==> config.mk <==
export PLATFORM = sky130hd
export DESIGN_NAME = counting_sort_frame_unit_flat
export DESIGN_NICKNAME = d
export VERILOG_FILES = /design/src/design/csf_pkg.sv /design/src/design/csf_if.sv /design/src/design/counting_sort_frame_unit.sv /design/src/flat_wrapper.sv
export VERILOG_INCLUDE_DIRS = /design/src /design/src/design
export SDC_FILE = /design/constraint.sdc
export NUM_CORES = 1
export LEC_CHECK = 0
export BUFFER_PORTS_ARGS = -buffer_cell sky130_fd_sc_hd__buf_2
export CORE_MARGIN = 2
export CORE_UTILIZATION = 45
export CTS_CLUSTER_DIAMETER = 150
export DETAILED_ROUTE_END_ITERATION = 7
export SETUP_SLACK_MARGIN = 0.4
export SYNTH_ARGS = -nofsm -noshare
export SYNTH_HDL_FRONTEND = slang
export SYNTH_SLANG_ARGS = --single-unit
==> constraint.sdc <==
create_clock -name clk -period 5.88 [get_ports clk]
set_input_delay 0.294 -clock clk [delete_from_list [all_inputs] [get_ports clk]]
set_output_delay 0.294 -clock clk [all_outputs]
set_load 0.01 [all_outputs]
==> src/design/counting_sort_frame_unit_macros.svh <==
// Assertion macros shared by the counting sort frame unit.
`ifndef COUNTING_SORT_FRAME_UNIT_MACROS_SVH
`define COUNTING_SORT_FRAME_UNIT_MACROS_SVH

// The consequent must hold in the same cycle as the antecedent.
`define CSF_ASSERT_SAME(label, ante, cons, msg) \
  label: assert property (@(posedge clk) disable iff (!rst_n) (ante) |-> (cons)) \
    else $error(msg);

// The consequent must hold in the cycle after the antecedent.
`define CSF_ASSERT_NEXT(label, ante, cons, msg) \
  label: assert property (@(posedge clk) disable iff (!rst_n) (ante) |=> (cons)) \
    else $error(msg);

`endif

==> src/design/csf_pkg.sv <==
// Types and constants of the counting sort frame unit.
package csf_pkg;

  localparam int unsigned VAL_W = 7;

  typedef enum logic [2:0] {
    ST_CLR,
    ST_IDLE,
    ST_ACC,
    ST_SRD,
    ST_SGET,
    ST_SEMIT
  } csf_state_t;

endpackage

==> src/design/csf_if.sv <==
// Request channel interfaces of the counting sort frame unit.
interface csf_in_if import csf_pkg::*; ();
  logic             valid;
  logic             ready;
  logic [VAL_W-1:0] sample_value;
  logic             frame_end;

  modport source (output valid, output sample_value, output frame_end, input ready);
  modport sink (input valid, input sample_value, input frame_end, output ready);
endinterface

interface csf_out_if import csf_pkg::*; ();
  logic             valid;
  logic             ready;
  logic [VAL_W-1:0] sorted_value;
  logic             run_end;

  modport source (output valid, output sorted_value, output run_end, input ready);
  modport sink (input valid, input sorted_value, input run_end, output ready);
endinterface

==> src/design/counting_sort_frame_unit.sv <==
// Counting sort of one frame: histogram memory, accumulate, scan and emit.
// Each input request is a memory read, then the incremented count written back.
// A frame end starts a scan (read, then fetch, per bin) up to the highest filled bin, plus one
// result per cycle while the output register is free; each scanned bin is written to zero.
// After reset a clearing pass zeroes every histogram bin; no input request
// is accepted until it ends. Reset is synchronous and active low.
`include "counting_sort_frame_unit_macros.svh"

module counting_sort_frame_unit import csf_pkg::*; #(
  parameter int unsigned VALUE_BINS = 128,
  parameter int unsigned FRAME_LEN  = 64
) (
  input  logic     clk,
  input  logic     rst_n,
  csf_in_if.sink   in_chan,
  csf_out_if.source out_chan
);

  localparam int unsigned BW = (VALUE_BINS > 1) ? $clog2(VALUE_BINS) : 1;
  localparam int unsigned CW = $clog2(FRAME_LEN + 1);
  localparam logic [BW-1:0] LAST_BIN = BW'(VALUE_BINS - 1);
  localparam logic [CW-1:0] FRAME_MAX = CW'(FRAME_LEN);

  logic [CW-1:0] bin_mem [VALUE_BINS];

  csf_state_t       state_r, state_nxt;
  logic [BW-1:0]    idx_r, idx_nxt;
  logic [BW-1:0]    val_r, val_nxt;
  logic             last_r, last_nxt;
  logic             take_r, take_nxt;
  logic [CW-1:0]    taken_r, taken_nxt;
  logic [CW-1:0]    emitted_r, emitted_nxt;
  logic [CW-1:0]    cnt_r, cnt_nxt;
  logic [CW-1:0]    rd_data_r;
  logic             out_valid_r, out_valid_nxt;
  logic [VAL_W-1:0] out_value_r, out_value_nxt;
  logic             out_end_r, out_end_nxt;

  logic             mem_we;
  logic [BW-1:0]    mem_wa;
  logic [CW-1:0]    mem_wd;
  logic [BW-1:0]    mem_ra;
  logic             in_range;
  logic [BW-1:0]    in_idx;
  logic [CW-1:0]    taken_after;
  logic             out_free;
  logic             is_final;

  assign in_range = 32'(in_chan.sample_value) < 32'(VALUE_BINS);
  assign in_idx   = in_range ? BW'(in_chan.sample_value) : '0;
  assign out_free = !out_valid_r || out_chan.ready;
  assign taken_after = take_r ? taken_r + CW'(1) : taken_r;
  assign is_final = (emitted_r + CW'(1)) == taken_r;

  assign out_chan.valid        = out_valid_r;
  assign out_chan.sorted_value = out_value_r;
  assign out_chan.run_end      = out_end_r;

  always_ff @(posedge clk) begin
    if (mem_we) begin
      bin_mem[mem_wa] <= mem_wd;
    end
    rd_data_r <= bin_mem[mem_ra];
  end

  always_ff @(posedge clk) begin
    if (!rst_n) begin
      state_r     <= ST_CLR;
      idx_r       <= '0;
      taken_r     <= '0;
      emitted_r   <= '0;
      out_valid_r <= 1'b0;
    end else begin
      state_r     <= state_nxt;
      idx_r       <= idx_nxt;
      taken_r     <= taken_nxt;
      emitted_r   <= emitted_nxt;
      out_valid_r <= out_valid_nxt;
    end
  end

  always_ff @(posedge clk) begin
    val_r       <= val_nxt;
    last_r      <= last_nxt;
    take_r      <= take_nxt;
    cnt_r       <= cnt_nxt;
    out_value_r <= out_value_nxt;
    out_end_r   <= out_end_nxt;
  end

  always_comb begin
    state_nxt     = state_r;
    idx_nxt       = idx_r;
    val_nxt       = val_r;
    last_nxt      = last_r;
    take_nxt      = take_r;
    taken_nxt     = taken_r;
    emitted_nxt   = emitted_r;
    cnt_nxt       = cnt_r;
    out_valid_nxt = out_valid_r;
    out_value_nxt = out_value_r;
    out_end_nxt   = out_end_r;
    mem_we        = 1'b0;
    mem_wa        = idx_r;
    mem_wd        = '0;
    mem_ra        = idx_r;
    in_chan.ready = 1'b0;

    if (out_valid_r && out_chan.ready) begin
      out_valid_nxt = 1'b0;
    end

    case (state_r)
      ST_CLR: begin
        mem_we = 1'b1;
        if (idx_r == LAST_BIN) begin
          idx_nxt   = '0;
          state_nxt = ST_IDLE;
        end else begin
          idx_nxt = idx_r + BW'(1);
        end
      end
      ST_IDLE: begin
        in_chan.ready = 1'b1;
        mem_ra        = in_idx;
        if (in_chan.valid) begin
          val_nxt   = in_idx;
          last_nxt  = in_chan.frame_end;
          take_nxt  = (taken_r < FRAME_MAX) && in_range;
          state_nxt = ST_ACC;
        end
      end
      ST_ACC: begin
        if (take_r) begin
          mem_we = 1'b1;
          mem_wa = val_r;
          mem_wd = (rd_data_r < FRAME_MAX) ? rd_data_r + CW'(1) : rd_data_r;
        end
        taken_nxt = taken_after;
        if (last_r && taken_after != '0) begin
          idx_nxt     = '0;
          emitted_nxt = '0;
          state_nxt   = ST_SRD;
        end else begin
          if (last_r) begin
            taken_nxt = '0;
          end
          state_nxt = ST_IDLE;
        end
      end
      ST_SRD: begin
        state_nxt = ST_SGET;
      end
      ST_SGET: begin
        mem_we  = 1'b1;
        cnt_nxt = rd_data_r;
        if (rd_data_r != '0) begin
          state_nxt = ST_SEMIT;
        end else if (idx_r == LAST_BIN) begin
          taken_nxt = '0;
          state_nxt = ST_IDLE;
        end else begin
          idx_nxt   = idx_r + BW'(1);
          state_nxt = ST_SRD;
        end
      end
      ST_SEMIT: begin
        if (out_free) begin
          out_valid_nxt = 1'b1;
          out_value_nxt = VAL_W'(idx_r);
          out_end_nxt   = is_final;
          emitted_nxt   = emitted_r + CW'(1);
          cnt_nxt       = cnt_r - CW'(1);
          if (is_final || (cnt_r == CW'(1) && idx_r == LAST_BIN)) begin
            taken_nxt = '0;
            state_nxt = ST_IDLE;
          end else if (cnt_r == CW'(1)) begin
            idx_nxt   = idx_r + BW'(1);
            state_nxt = ST_SRD;
          end
        end
      end
      default: begin
        state_nxt = ST_IDLE;
      end
    endcase
  end

  `CSF_ASSERT_SAME(a_no_write_idle, state_r == ST_IDLE, !mem_we, "Histogram written while idle.")
  `CSF_ASSERT_SAME(a_taken_bound, 1'b1, taken_r <= FRAME_MAX, "Item count exceeds frame length.")
  `CSF_ASSERT_SAME(a_emit_bound, state_r == ST_SEMIT, emitted_r < taken_r,
                   "More results than counted items.")
  `CSF_ASSERT_NEXT(a_accept_acc, in_chan.valid && in_chan.ready, state_r == ST_ACC,
                   "Accepted request did not enter accumulate.")

endmodule

==> src/flat_wrapper.sv <==
// flat-port wrapper written by rule: the top's interface ports become plain ports
module counting_sort_frame_unit_flat import csf_pkg::*;
#(
  parameter int unsigned VALUE_BINS = 128,
  parameter int unsigned FRAME_LEN  = 64
)
  (clk, rst_n, in_chan_valid, in_chan_sample_value, in_chan_frame_end, in_chan_ready, out_chan_valid, out_chan_sorted_value, out_chan_run_end, out_chan_ready);
  csf_in_if in_chan_i ();
  csf_out_if out_chan_i ();
  input  logic clk;
  input  logic rst_n;
  input wire logic [$bits(in_chan_i.valid)-1:0] in_chan_valid;
  input wire logic [$bits(in_chan_i.sample_value)-1:0] in_chan_sample_value;
  input wire logic [$bits(in_chan_i.frame_end)-1:0] in_chan_frame_end;
  output wire logic [$bits(in_chan_i.ready)-1:0] in_chan_ready;
  output wire logic [$bits(out_chan_i.valid)-1:0] out_chan_valid;
  output wire logic [$bits(out_chan_i.sorted_value)-1:0] out_chan_sorted_value;
  output wire logic [$bits(out_chan_i.run_end)-1:0] out_chan_run_end;
  input wire logic [$bits(out_chan_i.ready)-1:0] out_chan_ready;
  assign in_chan_i.valid = in_chan_valid;
  assign in_chan_i.sample_value = in_chan_sample_value;
  assign in_chan_i.frame_end = in_chan_frame_end;
  assign in_chan_ready = in_chan_i.ready;
  assign out_chan_valid = out_chan_i.valid;
  assign out_chan_sorted_value = out_chan_i.sorted_value;
  assign out_chan_run_end = out_chan_i.run_end;
  assign out_chan_i.ready = out_chan_ready;
  counting_sort_frame_unit #(.VALUE_BINS(VALUE_BINS), .FRAME_LEN(FRAME_LEN)) u_core (.clk(clk), .rst_n(rst_n), .in_chan(in_chan_i), .out_chan(out_chan_i));
endmodule
**Word-level counts from Yosys, hierarchy flattened**

Memory sizes are Yosys's and may differ from the RTL's. A register that Yosys moved wholly into a read port is not among the register bits.
Cells that the tools add are included.

- Logic and storage cells: 102
- Bits in writable memories: 896
- ROM bits: 0
- Input port bits: 12
- Bits in latches: 0
- Output and inout port bits: 10
- Memories: 1
- Flip-flop bits (word level): 49

- Bitwise logic cells: 0
- Shifts and indexed selects: 0
- Multiply operators: 0
- Muxes and demuxes: 43
- $add $sub $neg: 5
- Equal/unequal tests: 19
- Reduce and logical (&&, ||, !) cells: 21
- $lt $le $gt $ge: 2
- Div/mod/pow operators: 0

Memory list:

| name | words | bits a word | read ports | clocked after memory_dff | write ports | RTL line | text |
|---|---|---|---|---|---|---|---|
| u_core.bin_mem | 128 | 7 | 1 | 1 | 1 | counting_sort_frame_unit.sv:24 | `logic [CW-1:0] bin_mem [VALUE_BINS];` |

Operators with widths:

| operator | count |
|---|---|
| $mux 7 | 22 |
| $add 7x1->7 const B | 4 |
| $pmux 7 s2 | 2 |
| $pmux 7 s4 | 1 |
| $pmux 7 s3 | 1 |
| $mux 3 | 6 |
| $pmux 3 s6 | 1 |
| $lt 7x7->1 const B | 2 |
| $reduce_bool 7->1 | 2 |
| $ne 2x1->1 const B | 6 |
| $ne 2x2->1 const B | 4 |
| $eq 7x1->1 const B | 1 |
| $eq 7x7->1 | 1 |
| $eq 7x7->1 const B | 1 |
| $mux 1 | 7 |
| $reduce_and 7->1 | 1 |
| $sub 7x1->7 const B | 1 |
| $eq 3x2->1 const B | 2 |
| $eq 3x3->1 const B | 2 |
| $reduce_and 2->1 | 3 |
| $reduce_and 5->1 | 1 |
| $mux 2 | 2 |
| $reduce_and 4->1 | 1 |
| $reduce_bool 2->1 | 2 |
| 11 further kinds | 14 |

**Depth between registers and ports, before layout**

Gate-level depths: netlist (run 1).

- Depth after elaboration: 6
- Mapped depth: 14

**Least setup slack after synthesis (run 1)**

OpenSTA, ideal clock, no wires.

- Kind: register -> register
- Start: reg u_core.state_r[2]
- End: mem u_core.bin_mem[0][5] in the netlist's numbering (data pin)
- Period minus slack after synthesis: 5.805 ns
- Stages on the path, launching flop included: 6
- Arrival: 4.916 ns
- Setup slack: 0.075 ns
- Data required time: 4.990 ns
- Setup time: 0.890 ns
- Buffers on the path: 2
- Cells stage by stage: dfxtp_1 clkbuf_1 nor3b_1 nand2_1 clkbuf_1 a21oi_1

- Cells in the longest elaborated chain, start to end: 2

Ends and longest elaborated chain:

| item | RTL line | text |
|---|---|---|
| start, declared | counting_sort_frame_unit.sv:26 | `csf_state_t state_r, state_nxt;` |
| start signal, assigned | counting_sort_frame_unit.sv:74 | `state_r <= state_nxt;` |
| $eq 3x2->1 | counting_sort_frame_unit.sv:113 | `case (state_r)` |
| $mux 7 | counting_sort_frame_unit.sv:113 |  |
| named net u_core.mem_wd[5] | counting_sort_frame_unit.sv:41 | `logic [CW-1:0] mem_wd;` |
| end, declared | counting_sort_frame_unit.sv:24 |  |

The timed path passes the listed nets, and every way through them passes these cells.

**Worst setup path after layout (run 1)**

- Start: reg u_core.state_r[0]
- End: reg u_core.rd_data_r[0] (read register of u_core.bin_mem)

- Cells in the longest elaborated chain, start to end: 2

Ends and longest elaborated chain:

| item | RTL line | text |
|---|---|---|
| $eq 3x1->1 | counting_sort_frame_unit.sv:113 |  |
| $mux 7 | counting_sort_frame_unit.sv:113 |  |
| end, declared | counting_sort_frame_unit.sv:34 | `logic [CW-1:0] rd_data_r;` |

No other way between the ends.
A chain may end at the register's enable or synchronous reset.

==> results of run 1 <==
[worst min path at each step]
stage | end | from | cells after the start | slack, ns
2_1_floorplan | u_core.last_r | in_chan_frame_end | 0 | 0.39
3_3_place_gp | u_core.last_r | in_chan_frame_end | 1 | 0.47
3_5_place_dp | u_core.last_r | in_chan_frame_end | 1 | 0.48
4_1_cts | u_core.val_r[2] | in_chan_sample_value[2] | 1 | 0.005
5_1_grt | u_core.val_r[2] | in_chan_sample_value[2] | 1 | 0.03
6_report | u_core.val_r[2] | in_chan_sample_value[2] | 1 | 0.04
[through the flow]
stage          hold WS, ns  cells  total power [mW]  worst slack, ns  utilization
6_report            0.0403   3790              14.2            0.978        0.514
2_1_floorplan        0.393   2483              7.86            0.624            -
3_3_place_gp         0.474   3594              8.08            0.702        0.474
4_1_cts            0.00501   3784              14.3            0.657        0.513
3_5_place_dp         0.483   3594              8.09            0.676        0.474
5_1_grt             0.0306   3789              14.6             1.00        0.514
[cell usage after synthesis, types with 20 or more instances]
| library cell | count | area share |
|---|---|---|
| nor2_1 | 181 | 0.018 |
| mux2_2 | 21 | 0.0061 |
| mux2i_1 | 129 | 0.033 |
| inv_1 | 24 | 0.0023 |
| o22ai_1 | 25 | 0.0040 |
| nand3_1 | 43 | 0.0056 |
| dfxtp_1 | 32 | 0.017 |
| nand3b_1 | 20 | 0.0039 |
| nand2_1 | 331 | 0.032 |
| a32oi_1 | 28 | 0.0063 |
| a21oi_1 | 118 | 0.015 |
| nand2b_1 | 26 | 0.0042 |
| mux4_2 | 95 | 0.055 |
| a211oi_1 | 21 | 0.0041 |
| buf_2 | 21 | 0.0027 |
| o21ai_0 | 51 | 0.0066 |
| clkbuf_1 | 78 | 0.0076 |
| a2111oi_0 | 30 | 0.0068 |
| o211ai_1 | 21 | 0.0041 |
| edfxtp_1 | 920 | 0.71 |
[per-layer routing]
metal | part of all wire | vias to the layer above | wire [um]
met3 | 0.090 | 194 | 9680
met1 | 0.41 | 11784 | 44100
met5 | 0.00043 | - | 46
li1 | - | 9874 | -
met2 | 0.46 | 1094 | 50000
met4 | 0.037 | 6 | 4040
[power by group through the flow]
stage	Sequential (mW)	Combinational, mW	Clock [mW]
3_3_place_gp	7.54	0.543	0
3_5_place_dp	7.54	0.549	0
6_report	7.40	0.566	6.27
2_1_floorplan	7.51	0.347	0
4_1_cts	7.39	0.556	6.35
5_1_grt	7.39	0.588	6.62
[flip-flops by register name, indices dropped and copies added, names as in the netlist]
name and count:
u_core.out_chan.run_end 1, u_core.last_r 1, u_core.cnt_r 7, u_core.out_chan.sorted_value 7, u_core.bin_mem 896, u_core.taken_r 7
u_core.emitted_r 7, u_core.out_chan.valid 1, u_core.idx_r 7, u_core.val_r 7, u_core.state_r 3, u_core.rd_data_r 7
u_core.take_r 1
[cell families after synthesis]
family                   Yosys count
AO/OA/AOI/OAI                    405
flip-flops                       952
XOR/XNOR                          21
AND/OR/NAND/NOR                  693
buffers and inverters            158
adder cells (fa/ha/maj)            7
multiplexers                     247
[cell type report]
type | instances | area, sq um | area share
Antenna cell | 2 | 5.00 | 0.000114
Multi-Input combinational cell | 1373 | 9870 | 0.225
Timing Repair Buffer | 112 | 883 | 0.0202
Tap cell | 1144 | 1430 | 0.0327
Clock inverter | 61 | 568 | 0.0130
Inverter | 25 | 98.8 | 0.00226
Clock buffer | 121 | 2700 | 0.0615
Sequential cell | 952 | 28300 | 0.645
[repair_timing]
action,CTS,global route
endpoints found under the hold margin,9,0
hold buffers,8,0
buffers inserted,0,4
setup endpoints to repair,0,1
==> impl_metrics.env, run 1 <==
export IMPL_grt_pass1_vias=22459
export IMPL_nFillCells=7037
export IMPL_grt_util_met1=0.336
export IMPL_avgSynthCellArea_sq_um=15.6
export IMPL_final_common_cell="edfxtp_1"
export IMPL_met2_usage=0.375
export IMPL_cts_sinks=952
export IMPL_drc_errors=0
export IMPL_grt_overflow=0
export IMPL_synth_seq_cells=952
export IMPL_rsz0062_at_grt="false"
export IMPL_worstRegToRegCells=10
export IMPL_slew_limit_headroom=0.126
export IMPL_syn_instance_count=2483
export IMPL_crit_family="compound AO/OA/AOI/OAI gates"
export IMPL_ant_nets=0
export IMPL_cts_resized=0
export IMPL_synth_compound_area_share=0.0705
export IMPL_area_growth_syn_to_layout_pct=13.0
export IMPL_synthSimpleGateAreaFrac=0.0794
export IMPL_cp_cell_sequence="or3b_1 -> inv_6 -> mux2i_4 -> buf_12 -> buf_4 -> buf_4 -> mux4_2 -> a2111oi_0 -> a22oi_1 -> and4b_1"
export IMPL_io_buffers=21
export IMPL_powerDensity_nw_per_um2=325
export IMPL_max_clock_path_buffers=3
export IMPL_status="finished, final reports clean"
export IMPL_crit_end="u_core.rd_data_r[0]"
export IMPL_tns_ns=0
export IMPL_rows=107
export IMPL_die_y_um=298
export IMPL_globalRouteTotalUtil=0.242
export IMPL_wire_per_inst_um=28.5
export IMPL_synth_edf_count=920
export IMPL_finalSetupViolations=0
export IMPL_period_needed_ns=4.90
export IMPL_synth_net_count=2502
export IMPL_power_switching_mw=3.05
export IMPL_drv_slew=0
export IMPL_tightest_slew_ns=1.28
export IMPL_totalWireLength_um=108000
export IMPL_r2r_start="u_core.state_r[0]"
export IMPL_worstPathMaxFanout=25
export IMPL_final_area_sq_um=43800
export IMPL_cp_slowest_cell="a2111oi_0"
export IMPL_cts_tree="done"
export IMPL_pwr_share_seq=0.520
export IMPL_layout_nets=2582
export IMPL_synth_top_family_by_area="multiplexers"
export IMPL_combPwrFrac=0.040
export IMPL_synth_warnings=0
export IMPL_viasPerCell=6.06
export IMPL_clk_pin_slew_ns=0.06
export IMPL_endpoint_kind="register"
export IMPL_busiest_layer="met2"
export IMPL_syn_area_sq_um=38800
export IMPL_dp_hpwl_um=70400
export IMPL_crit_arrival_ns=5.45
export IMPL_r2r_end="u_core.rd_data_r[0]"
export IMPL_reg2reg_slack_ns=0.98
export IMPL_cts_root_buffer="clkbuf_16"
export IMPL_path_class="reg -> reg"
export IMPL_grt_pass1_wl_um=156000
export IMPL_gr_usage_met3=0.0526
export IMPL_hold_violations=0
export IMPL_fin_crit_sh=0.834
export IMPL_cpPeakStageDelay_ns=1.11
export IMPL_finClkSkew_ns=0.0304
export IMPL_drive_gt1_frac=0.146
export IMPL_postPlaceCellArea_sq_um=40400
export IMPL_clkPwrFrac=0.441
export IMPL_cp_depth=10
export IMPL_path_buf_inv=4
export IMPL_ys_types=75
export IMPL_globalplace_congestion=0.924
export IMPL_ir_worst_vdd_v=0.000276
export IMPL_async_reset_ff_frac=0
export IMPL_cap_violations=0
export IMPL_cts_buffers=99
export IMPL_timing_critical_path_from_type="register"
export IMPL_first_pass_iters=8
export IMPL_synth_xor_area_frac=0.00474
export IMPL_synthAdderAreaFrac=0.00226
export IMPL_antenna_found_initial=7
export IMPL_num_vias=22952
export IMPL_final_cell_mix="edfxtp_1 (920), nand2_1 (331), nor2_1 (176)"
export IMPL_h_tree_depth=3
export IMPL_clk_latency_ns=0.67
export IMPL_io_pins=22
export IMPL_grt_max_degree=111
export IMPL_fmax_mhz=204
export IMPL_synth_ff_type="edfxtp_1"
export IMPL_hp_class="in -> reg"
export IMPL_intPower_mw=11.2
export IMPL_core_area_sq_um=85300
export IMPL_dieArea_sq_um=88500
export IMPL_required_ns=6.43
export IMPL_crit_start="u_core.state_r[0]"
export IMPL_synth_seq_area_share=0.729
export IMPL_drtIter0Drc=2681
export IMPL_synthMuxAreaShare=0.0952
export IMPL_power_leakage_nw=15.7
export IMPL_start_util=0.455
export IMPL_dieWidth_um=298
export IMPL_swShare=0.214
export IMPL_path_common_cell="buf_4"
No activity file was read; power rests on OpenSTA's default activity.
==> run 2, diff against run 1 <==
--- a/config.mk
+++ b/config.mk
@@ -6,6 +6,7 @@
 export SDC_FILE = /design/constraint.sdc
 export NUM_CORES = 1
 export LEC_CHECK = 0
+export ABC_AREA = 1
 export BUFFER_PORTS_ARGS = -buffer_cell sky130_fd_sc_hd__buf_2
 export CORE_MARGIN = 2
 export CORE_UTILIZATION = 45
==> constraint.sdc (replaced) <==
create_clock -name clk -period 4.41 [get_ports clk]
set_input_delay 0.2205 -clock clk [delete_from_list [all_inputs] [get_ports clk]]
set_output_delay 0.2205 -clock clk [all_outputs]
set_load 0.01 [all_outputs]
==> impl_metrics.env, run 2 <==
export IMPL_synthMuxAreaShare=0
export IMPL_max_clock_path_buffers=3
export IMPL_slew_limit_headroom=0.226
export IMPL_synth_top_cell_area_share=0.653
export IMPL_avgSynthCellArea_sq_um=10.2
export IMPL_synth_xor_area_frac=0.00476
export IMPL_path_class="reg -> reg"
export IMPL_synth_ff_type="edfxtp_1"
export IMPL_io_pins=22
export IMPL_endpoint_kind="register"
export IMPL_largest_reg_flops=896
export IMPL_fin_crit_sh=0.833
export IMPL_tightest_slew_ns=1.16
export IMPL_cts_sinks=952
export IMPL_antenna_found_initial=0
export IMPL_met2_usage=0.358
export IMPL_cts_tree="done"
export IMPL_h_tree_depth=3
export IMPL_core_area_sq_um=93200
export IMPL_ys_types=36
export IMPL_cap_violations=0
export IMPL_timing_critical_path_from_type="register"
export IMPL_synth_top_area_cell="edfxtp_1"
export IMPL_dieWidth_um=311
export IMPL_num_vias=28886
export IMPL_cts_buffers=99
export IMPL_finalSetupViolations=0
export IMPL_cp_cell_sequence="nor2_2 -> nand2_1 -> nor2_2 -> inv_2 -> o21ai_0 -> inv_1 -> nor2_1 -> nand3_1 -> nor2_1"
export IMPL_area_growth_syn_to_layout_pct=11.7
export IMPL_syn_instance_count=4156
export IMPL_crit_arrival_ns=3.95
export IMPL_cpPeakStageDelay_ns=0.70
export IMPL_synth_net_count=4175
export IMPL_dp_hpwl_um=65100
export IMPL_cts_resized=0
export IMPL_synth_seq_cells=952
export IMPL_grt_pass1_wl_um=169000
export IMPL_syn_area_sq_um=42300
export IMPL_io_buffers=21
export IMPL_fmax_mhz=272
export IMPL_synthSimpleGateAreaFrac=0.232
export IMPL_cts_setup_buffers=0
export IMPL_busiest_layer="met2"
export IMPL_cp_slowest_cell="nor2_1"
export IMPL_globalplace_congestion=0.885
export IMPL_cts_root_buffer="clkbuf_16"
export IMPL_gr_usage_met3=0.0393
export IMPL_rsz0062_at_grt="false"
export IMPL_grt_overflow=0
export IMPL_viasPerCell=5.28
export IMPL_finClkSkew_ns=0.0162
export IMPL_globalRouteTotalUtil=0.228
export IMPL_final_common_cell="nand2_1"
export IMPL_drv_slew=0
export IMPL_nFillCells=8307
export IMPL_powerDensity_nw_per_um2=412
export IMPL_drc_errors=0
export IMPL_dieArea_sq_um=96500
export IMPL_tns_ns=0
export IMPL_synthAdderAreaFrac=0.00207
export IMPL_ant_nets=0
export IMPL_worstPathMaxFanout=18
export IMPL_dp_cells=5281
export IMPL_async_reset_ff_frac=0
export IMPL_synth_most_common_cell="nand2_1"
export IMPL_grt_pass1_vias=27276
export IMPL_final_cell_mix="nand2_1 (1,086), edfxtp_1 (920), nand3_1 (808)"
export IMPL_path_buf_inv=2
export IMPL_start_util=0.454
export IMPL_status="finished, final reports clean"
export IMPL_power_leakage_nw=19.1
export IMPL_utilization=0.507
export IMPL_grt_util_met1=0.323
export IMPL_layout_nets=4157
export IMPL_hp_class="in -> reg"
export IMPL_grt_max_degree=115
export IMPL_synth_area_leaders="edfxtp_1 (65%), nand2_1 (9.6%), nand3_1 (9.6%), inv_1 (5.7%), nand3b_1 (1.9%)"
export IMPL_rows=112
export IMPL_period_needed_ns=3.67
export IMPL_clk_pin_slew_ns=0.06
export IMPL_die_y_um=311
export IMPL_synth_common_cells="nand2_1 (1,086), edfxtp_1 (920), nand3_1 (808)"
export IMPL_fin_cells=5473
export IMPL_synth_compound_area_share=0.0113
export IMPL_totalWireLength_um=111000
export IMPL_first_pass_iters=6
export IMPL_num_antenna_cells=0
export IMPL_synth_top_family_by_area="simple AND/OR/NAND/NOR gates"
export IMPL_crit_family="simple AND/OR/NAND/NOR gates"
export IMPL_synth_warnings=0
export IMPL_drive_gt1_frac=0.0638
export IMPL_hold_violations=0
export IMPL_cts_hold_buffers=10
export IMPL_required_ns=4.69
export IMPL_pre_cts_ws_ns=0.805
export IMPL_synth_edf_count=920
export IMPL_ir_worst_vdd_v=0.000293
export IMPL_synth_seq_area_share=0.668
export IMPL_clk_latency_ns=0.65
export IMPL_regMostFlops="u_core.bin_mem"
export IMPL_hold_slack_ns=0.168
export IMPL_fin_ws_ns=0.738
export IMPL_wire_per_inst_um=20.3
export IMPL_drtIter0Drc=3234
## run 2: changes by cell type in the layout (fill, tap and decap cells not counted), moves of 39 or more
cell and delta:
nand3_1 +765, nand3b_1 +85, nand2_1 +755, mux4_2 -95
a21oi_1 -93, buf_4 -39, inv_1 +622, mux2i_1 -129
## run 2: worst min-delay path, cell delays in order
cell and delay (ns):
buf_2 0.10, inv_1 0.11, a22oi_1 0.10, nand2_1 0.11
o211ai_1 0.09, inv_1 0.06
## run 2: where the power goes
group	leakage, nW	internal, mW	total, mW	switching [mW]
sequential	10.7	9.81	9.86	0.0504
combinational	6.84	0.389	1.38	0.993
clock	1.56	4.80	8.23	3.43
total	19.1	15.0	19.5	4.48
## run 2: cells by family (layout without fill, tap and decap cells)
kind of cell / Yosys count / after routing
adder cells (fa/ha/maj): 7 / 7
XOR/XNOR: 23 / 23
buffers and inverters: 871 / 934
AND/OR/NAND/NOR: 2218 / 2218
flip-flops: 952 / 952
AO/OA/AOI/OAI: 85 / 85
## run 2: worst paths after layout
| kind | endpoint | from | depth (start not counted) | slack (ns) |
|---|---|---|---|---|
| setup / recovery | u_core.bin_mem[82][4] | u_core.state_r[0] | 9 | 0.74 |
| hold / removal | u_core.state_r[0] | in_chan_valid | 6 | 0.17 |
| setup reg to reg | u_core.bin_mem[82][4] | u_core.state_r[0] | 9 | 0.74 |
| hold reg to reg | u_core.emitted_r[4] | u_core.emitted_r[4] | 2 | 0.47 |
## run 2: final cells by class
| cell class | instances | area [sq um] | area share |
|---|---|---|---|
| multi-input cells | 2333 | 10700 | 0.227 |
| repair buffers | 97 | 1050 | 0.0222 |
| clock buffers | 124 | 2630 | 0.0557 |
| inverters | 655 | 2460 | 0.0521 |
| flip-flops and latches | 952 | 28300 | 0.598 |
| well taps | 1254 | 1570 | 0.0332 |
| clock inverters | 58 | 547 | 0.0116 |
## run 2: stage by stage
step                      instance area (sq um)  total power [mW]
final                                     47300              19.5
after global routing                      47300              20.1
after CTS                                 47300              19.6
after detailed placement                  44000              11.4
after global placement                    44000              11.4
after floorplan                           42300              10.9
## run 2: metal layers
metal	vias up	part of all wire	wire (um)
li1	13679	-	-
met1	13923	0.44	48800
met2	1080	0.46	50600
met3	204	0.075	8280
met4	0	0.030	3330
met5	-	0	0
